--- src/sv/dptt_pkg.sv ---
// dptt_pkg: shared types and constants for the depth-preferred transposition table
// request and bound codes, queue item layout, back-end state encoding
// no dependencies
package dptt_pkg;

    // request codes on req_type
    localparam logic [1:0] REQ_STORE = 2'd0;
    localparam logic [1:0] REQ_LOAD  = 2'd1;
    localparam logic [1:0] REQ_CLEAR = 2'd2;
    localparam logic [1:0] REQ_NOP   = 2'd3;

    // bound kinds held with a stored score
    localparam logic [1:0] BOUND_EXACT = 2'd0;
    localparam logic [1:0] BOUND_ALPHA = 2'd1;
    localparam logic [1:0] BOUND_BETA  = 2'd2;

    // field widths
    localparam int SIG_W   = 32;
    localparam int DEPTH_W = 8;
    localparam int BOUND_W = 2;
    localparam int SCORE_W = 16;
    localparam int MOVE_W  = 32;

    // tag word: valid bit over signature
    localparam int TAG_W = SIG_W + 1;

    // info word: depth, bound kind, score
    localparam int INFO_W         = DEPTH_W + BOUND_W + SCORE_W;
    localparam int INFO_BOUND_LSB = SCORE_W;
    localparam int INFO_DEPTH_LSB = SCORE_W + BOUND_W;

    // data word: move over info
    localparam int DATA_W = MOVE_W + INFO_W;

    // entries in the queue between front and back
    localparam int QUEUE_DEPTH = 2;

    // operation carried through the queue
    typedef enum logic [1:0] {
        OP_STORE,
        OP_LOAD,
        OP_CLEAR
    } op_t;

    // back-end sequencer states
    typedef enum logic [1:0] {
        BK_CLEAR,
        BK_IDLE,
        BK_EXEC
    } back_state_t;

    // one queued request, table index travels beside it
    typedef struct packed {
        op_t                       op;
        logic [SIG_W-1:0]          sig;
        logic [DEPTH_W-1:0]        depth;
        logic [BOUND_W-1:0]        bound;
        logic signed [SCORE_W-1:0] score;
        logic [MOVE_W-1:0]         move;
        logic signed [SCORE_W-1:0] alpha;
        logic signed [SCORE_W-1:0] beta;
    } item_t;

endpackage

--- src/sv/dptt_queue.sv ---
// dptt_queue: short register queue between request intake and table sequencer
// depends on dptt_pkg
module dptt_queue #(
    parameter int WIDTH = 32
) (
    input  logic             clk,
    input  logic             rst_n,
    input  logic             push,
    input  logic [WIDTH-1:0] push_data,
    input  logic             pop,
    output logic [WIDTH-1:0] head_data,
    output logic             empty,
    output logic             full
);

    localparam int PTR_W = $clog2(dptt_pkg::QUEUE_DEPTH);
    localparam int CNT_W = $clog2(dptt_pkg::QUEUE_DEPTH + 1);

    logic [WIDTH-1:0] slot_reg [dptt_pkg::QUEUE_DEPTH];
    logic [PTR_W-1:0] wr_ptr_reg;
    logic [PTR_W-1:0] wr_ptr_next;
    logic [PTR_W-1:0] rd_ptr_reg;
    logic [PTR_W-1:0] rd_ptr_next;
    logic [CNT_W-1:0] count_reg;
    logic [CNT_W-1:0] count_next;

    assign empty     = (count_reg == '0);
    assign full      = (count_reg == CNT_W'(dptt_pkg::QUEUE_DEPTH));
    assign head_data = slot_reg[rd_ptr_reg];

    // pointer and fill count update
    always_comb
    begin
        wr_ptr_next = wr_ptr_reg;
        rd_ptr_next = rd_ptr_reg;
        count_next  = count_reg;
        if (push)
        begin
            wr_ptr_next = wr_ptr_reg + 1'b1;
        end
        if (pop)
        begin
            rd_ptr_next = rd_ptr_reg + 1'b1;
        end
        priority if (push && !pop)
        begin
            count_next = count_reg + 1'b1;
        end
        else if (pop && !push)
        begin
            count_next = count_reg - 1'b1;
        end
        else
        begin
            count_next = count_reg;
        end
    end

    always_ff @(posedge clk or negedge rst_n)
    begin
        if (!rst_n)
        begin
            wr_ptr_reg <= '0;
            rd_ptr_reg <= '0;
            count_reg  <= '0;
        end
        else
        begin
            wr_ptr_reg <= wr_ptr_next;
            rd_ptr_reg <= rd_ptr_next;
            count_reg  <= count_next;
        end
    end

    // slot storage
    always_ff @(posedge clk)
    begin
        if (push)
        begin
            slot_reg[wr_ptr_reg] <= push_data;
        end
    end

endmodule

--- config.mk ---
export PLATFORM = sky130hd
export DESIGN_NAME = dptt_queue
export DESIGN_NICKNAME = d
export VERILOG_FILES = /design/src/sv/dptt_pkg.sv /design/src/sv/dptt_queue.sv
export SDC_FILE = /design/constraint.sdc
export NUM_CORES = 1
export LEC_CHECK = 0
export ABC_AREA = 1
export BUFFER_PORTS_ARGS = -buffer_cell sky130_fd_sc_hd__buf_2
export CAP_MARGIN = 15
export CORE_UTILIZATION = 50
export DETAILED_ROUTE_END_ITERATION = 6
export HOLD_SLACK_MARGIN = 0.05
export PLACE_DENSITY = 0.76
export SETUP_SLACK_MARGIN = 0.15
export SKIP_CTS_REPAIR_TIMING = 1
export SLEW_MARGIN = 30
export SYNTH_ARGS = -nofsm -noshare
export SYNTH_HDL_FRONTEND = slang
export SYNTH_SLANG_ARGS = --single-unit
--- constraint.sdc ---
create_clock -name clk -period 3.14 [get_ports clk]
set_input_delay 0.471 -clock clk [delete_from_list [all_inputs] [get_ports clk]]
set_output_delay 0.471 -clock clk [all_outputs]
set_load 0.05 [all_outputs]
==> results.json, run 1 <==
{
  "vias_per_cell": 4.87,
  "crit_start": "rd_ptr_reg",
  "r2r_cells": 1,
  "reg2reg_from": "wr_ptr_reg",
  "syn_nets": 162,
  "max-slew-margin-rel_pct": 40.3,
  "worstPathRequired_ps": 2670,
  "reg2reg_slack_ps": 1590,
  "ys_ff_latch": 68,
  "n_fill_cell": 409,
  "coreArea_sq_um": 5140,
  "largest_register_ffs": 64,
  "syn_avg_cell_area_sq_um": 21.4,
  "netlist_area_sq_um": 2670,
  "port-buffer-count": 69,
  "initial_core_util_pct": 51.9,
  "die_w_microns": 75.1,
  "synth_largest_area_cell": "edfxtp_1",
  "synth_cells": 125,
  "crit_buf_inv": 1,
  "grt_overflow": 0,
  "fin_cells": 277,
  "worst_slack_ps": 882,
  "gp_congestion": 0.651,
  "die_area_sq_um": 5630,
  "crit_end": "head_data[16]",
  "n_antenna_cell": 0,
  "hp-class": "input port to flip-flop",
  "cts_tree": "yes",
  "finalSetupViolations": 0,
  "tns_ps": 0,
  "drive_gt1_share_pct": 56.5,
  "ir_worst_vdd_mv": 0.618,
  "finalMaxSlewViolations": 0,
  "cp-end-kind": "output port",
  "max_stage_delay_ps": 810,
  "final_cell_area_sq_um": 3220,
  "met1_usage_pct": 17.5,
  "die_h_microns": 75.1,
  "drt-pass1-iter-count": 4,
  "arrival_ps": 1790,
  "clk_latency_ps": 330,
  "cpMaxStageDelayCell": "dfrtp_4",
  "worst_pin_slew_ps": 893,
  "rsz0062_at_grt": "false",
  "synthTopCellsByArea": "edfxtp_1 72%, mux2_4 16%, dfrtp_1 3.8%",
  "htree_levels": 3,
  "yosys_warnings": 0,
  "yosysSeqAreaShare_pct": 75.8,
  "wire_per_inst_microns": 15.2,
  "grt_use_met2_pct": 27.7,
  "regArea_sq_um": 2030,
  "status": "finished, final reports clean",
  "crit_chain": "mux2_2 -> buf_2",
  "cellLeakagePower_nw": 1.33,
  "met3_usage_pct": 7.10,
  "finalCriticalPeriod_ps": 2260,
  "synth-edff-count": 64,
  "netlist_top_cells_count": "64 x edfxtp_1, 29 x mux2_4, 7 x inv_1",
  "antenna_left": 0,
  "grtUsageTotal_pct": 16.2,
  "hold_ws_ps": 326,
  "hpwl_microns": 2790,
  "drt_iter0_markers": 36,
  "crit_family": "flip-flops",
  "yosysUniqueCellTypes": 14,
  "clk_pin_slew_ps": 70,
  "cap_violations": 0,
  "synth_top_area_share_pct": 72.0,
  "fin_nets": 240,
  "finalWirelength_microns": 4200,
  "ios": 70,
  "cp.depth": 2,
  "cts_buffer_depth": 2,
  "grt_pass1_vias": 1405,
  "placedCellCount": 261,
  "vias": 1349,
  "clock-sinks": 68,
  "async_flop_share_pct": 5.88,
  "cp_max_fo": 33,
  "fin_skew_ps": 4.55,
  "numCtsBuffers": 9,
  "grt_pass1_wl_microns": 6240,
  "hold_viol_final": 0,
  "remaining_drc_errors": 0,
  "p_per_area_nw_per_um2": 1030,
  "dpl_cell_area_sq_um": 3050,
  "regToRegEndpoint": "slot_reg[0][16]",
  "areaGrowthSynthToFinish_pct": 20.5,
  "num_rows": 26,
  "finalCritPeriodShare_pct": 71.9,
  "synthFlopType": "edfxtp_1",
  "root_buffer": "clkbuf_8",
  "grt_start_max_net_pins": 34,
  "post-synth-top-count-cell": "edfxtp_1",
  "place_ws_ps": 979,
  "fmax_mhz": 443,
  "critical_path_class": "flip-flop to output port",
  "antenna_found_initial": 0,
  "multiInputGateArea_sq_um": 557,
  "critPathLaunchType": "flip-flop",
  "busiest_layer": "met2"
}
[through the flow]
stage	power [W]	utilization, %
floorplan	0.00259	-
global placement	0.00275	59.3
detailed placement	0.00279	59.3
CTS	0.00336	62.3
global route	0.00347	62.6
finish	0.00332	62.6
[where the power goes]
group          switching (W)  internal, W
clock network       0.000300     0.000273
registers           0.000176      0.00121
logic               0.000902     0.000456
[logic make-up (layout without fill, tap and decap cells)]
family	count (synthesis)	count (layout)	synth area share [%]
xor gates and xnor gates	3	3	0.985
buffers and inverters	11	93	3.66
muxes	32	32	17.6
adders and majority gates	1	1	0.469
and+or+nand+nor	10	10	1.55
DFF	68	68	75.8
[placed cells by master (no fill, tap or decap)]
cell type | synthesis | final
inv_1 | 7 | 7
mux2_2 | 3 | 3
nand4_1 | 1 | 1
nor2_1 | 3 | 2
dfrtp_1 | 4 | 3
edfxtp_1 | 64 | 64
nand2_1 | 5 | 5
clkinv_2 | 0 | 2
xor2_1 | 2 | 2
mux2_4 | 29 | 29
nand3_1 | 1 | 1
nor2_4 | 0 | 1
clkbuf_8 | 0 | 9
buf_2 | 0 | 69
dfrtp_4 | 0 | 1
clkinvlp_4 | 0 | 2
ha_1 | 1 | 1
clkinv_1 | 0 | 2
dlygate4sd3_1 | 0 | 1
buf_4 | 0 | 1
xnor2_1 | 1 | 1
[metal layers]
| layer | up-vias | part of all wire, % |
|---|---|---|
| li1 | 625 | - |
| met1 | 660 | 39 |
| met2 | 56 | 52 |
| met3 | 8 | 7.3 |
| met4 | 0 | 1.8 |
| met5 | - | 0 |
[worst min-delay path by stage]
stage,from,endpoint,slack [ps],cells past startpoint
5_1_grt,push_data[19],slot_reg[0][19],310,1
3_5_place_dp,rst_n,wr_ptr_reg,280,1
2_1_floorplan,rst_n,count_reg[0],180,0
3_3_place_gp,rst_n,count_reg[1],280,1
4_1_cts,rst_n,wr_ptr_reg,-80,1
6_report,push_data[3],slot_reg[0][3],330,1
[layout make-up]
| type | instances | area share, % |
|---|---|---|
| well taps | 70 | 2.72 |
| flip-flops and latches | 68 | 63.0 |
| multi-input cells | 46 | 17.3 |
| clock inverters | 6 | 1.01 |
| clock buffers | 9 | 3.85 |
| repair buffers | 71 | 11.3 |
| inverters | 7 | 0.817 |
(Power assumes the default switching activity.)
==> inputs of run 2 (changes only) <==
Settings changed: CORE_UTILIZATION 50 to 47, PLACE_DENSITY 0.76 to 0.75.
Clock period 3.14 ns to 1.94 ns, I/O delays scaled along.
==> results.json, run 2 (synthesis gave the netlist of run 1 again) <==
{
  "status": "finished, final reports clean",
  "arrival_ps": 1510,
  "reg2reg_slack_ps": 690,
  "max-slew-margin-rel_pct": 81.4,
  "finalSetupViolations": 0,
  "p_switching_w": 0.00232,
  "vias": 1363,
  "ios": 70,
  "remaining_drc_errors": 0,
  "pwr-share-comb_pct": 48.7,
  "placedCellCount": 266,
  "coreArea_sq_um": 5470,
  "root_buffer": "clkbuf_8",
  "n_antenna_cell": 0,
  "clk_latency_ps": 330,
  "fin_skew_ps": 6.01,
  "vias_per_cell": 4.72,
  "wire_per_inst_microns": 14.4,
  "die_h_microns": 77.4,
  "rsz0062_at_grt": "true",
  "grt_pass1_vias": 1332,
  "pwr-share-clk_pct": 18.5,
  "ir_worst_vdd_mv": 1.14,
  "cp-end-kind": "output port",
  "critical_path_class": "flip-flop to output port",
  "p_sw_share_pct": 36.8,
  "p_int_w": 0.00398,
  "fmax_mhz": 556,
  "crit_chain": "buf_12 -> clkbuf_16 -> mux2_4 -> buf_6",
  "grt_overflow": 0,
  "max_stage_delay_ps": 430,
  "antenna_left": 0,
  "hold_viol_final": 0,
  "r2r_cells": 3,
  "drive_gt1_share_pct": 58.1,
  "hold_path_depth": 1,
  "initial_core_util_pct": 48.8,
  "hpwl_microns": 2710,
  "finalMaxSlewViolations": 0,
  "cellLeakagePower_nw": 1.50,
  "drt_iter0_markers": 63,
  "finalCritPeriodShare_pct": 92.6,
  "crit_start": "rd_ptr_reg",
  "grt_start_max_net_pins": 28,
  "numCtsBuffers": 9,
  "cts_tree": "yes",
  "layout.cells.most_common_list": "64 x edfxtp_1, 39 x buf_2, 29 x mux2_4",
  "cts_buffer_depth": 2,
  "dpl_cell_area_sq_um": 3120,
  "regToRegEndpoint": "slot_reg[1][11]",
  "drt-pass1-iter-count": 4,
  "finalCriticalPeriod_ps": 1800,
  "n_fill_cell": 397,
  "die_area_sq_um": 5980,
  "num_rows": 27,
  "cp_max_fo": 6,
  "final_common_cell": "edfxtp_1",
  "reg2reg_from": "wr_ptr_reg",
  "gp_congestion": 0.734,
  "port-buffer-count": 69,
  "seqPwrFrac_pct": 32.8,
  "worst_pin_slew_ps": 278,
  "p_per_area_nw_per_um2": 1750,
  "largest_register_ffs": 64,
  "areaGrowthSynthToFinish_pct": 34.8,
  "clk_pin_slew_ps": 60,
  "grt_pass1_wl_microns": 6180,
  "antenna_found_initial": 0,
  "fin_nets": 251,
  "fin_cells": 289,
  "grtUsageTotal_pct": 14.3,
  "htree_levels": 3,
  "finalWirelength_microns": 4170,
  "final_cell_area_sq_um": 3600,
  "min_to": "slot_reg[1][20]",
  "cpMaxStageDelayCell": "dfrtp_2",
  "clock-sinks": 68,
  "die_w_microns": 77.4,
  "critPathLaunchType": "flip-flop",
  "hp-start": "push_data[20]",
  "hp-class": "input port to flip-flop",
  "hold_ws_ps": 146,
  "cap_violations": 0,
  "worstPathRequired_ps": 1650
}
-- run 2: changes by cell type in the layout (fill, tap and decap cells not counted), sizes merged --
cell,previous run,this run
buf,70,79
clkbuf,9,13
clkinv,4,1
bufinv,0,2
clkinvlp,2,0
-- run 2: metal layers --
layer	global-route usage [%]	share of wire, %	up-vias
li1	-	-	646
met1	16.5	39	663
met2	23.5	53	49
met3	4.59	6.4	5
met4	8.49	1.3	0
met5	0	0	-
-- run 2: layout make-up --
| class | instances | area (sq um) | share of cell area, % |
|---|---|---|---|
| clock buffer | 11 | 131 | 3.65 |
| tap | 72 | 90.1 | 2.50 |
| inverter | 7 | 26.3 | 0.730 |
| timing repair buffer | 82 | 707 | 19.6 |
| clock inverter | 3 | 63.8 | 1.77 |
| sequential | 68 | 2020 | 56.2 |
| multi-input combinational | 46 | 557 | 15.5 |
-- run 2: critical path, delay by kind of cell, from the launching register on --
family	cells	cell delay, ps
buffers and inverters	3	440
DFF	1	430
muxes	1	300
-- run 2: worst max-delay path by stage --
| stage | end | cells past startpoint |
|---|---|---|
| 2_1_floorplan | slot_reg[0][0] | 1 |
| 3_3_place_gp | head_data[12] | 3 |
| 3_5_place_dp | head_data[12] | 3 |
| 4_1_cts | head_data[12] | 3 |
| 5_1_grt | head_data[12] | 4 |
| 6_report | head_data[19] | 4 |
-- run 2: through the flow --
step / utilization, % / setup slack [ps] / setup TNS [ps] / total power (W)
6_report: 65.8 / 143 / 0 / 0.00630
5_1_grt: 65.8 / 101 / 0 / 0.00655
4_1_cts: 60.6 / -15.9 / -15.9 / 0.00579
3_5_place_dp: 57.0 / 348 / 0 / 0.00461
3_3_place_gp: 57.0 / 351 / 0 / 0.00458
2_1_floorplan: - / 276 / 0 / 0.00419
-- run 2: power groups by stage --
| stage | combinational (W) | sequential (W) | clock [W] |
|---|---|---|---|
| 2_1_floorplan | 0.00213 | 0.00206 | 0 |
| 3_3_place_gp | 0.00246 | 0.00212 | 0 |
| 4_1_cts | 0.00247 | 0.00211 | 0.00120 |
| 6_report | 0.00307 | 0.00207 | 0.00116 |
| 5_1_grt | 0.00320 | 0.00209 | 0.00125 |
| 3_5_place_dp | 0.00247 | 0.00214 | 0 |
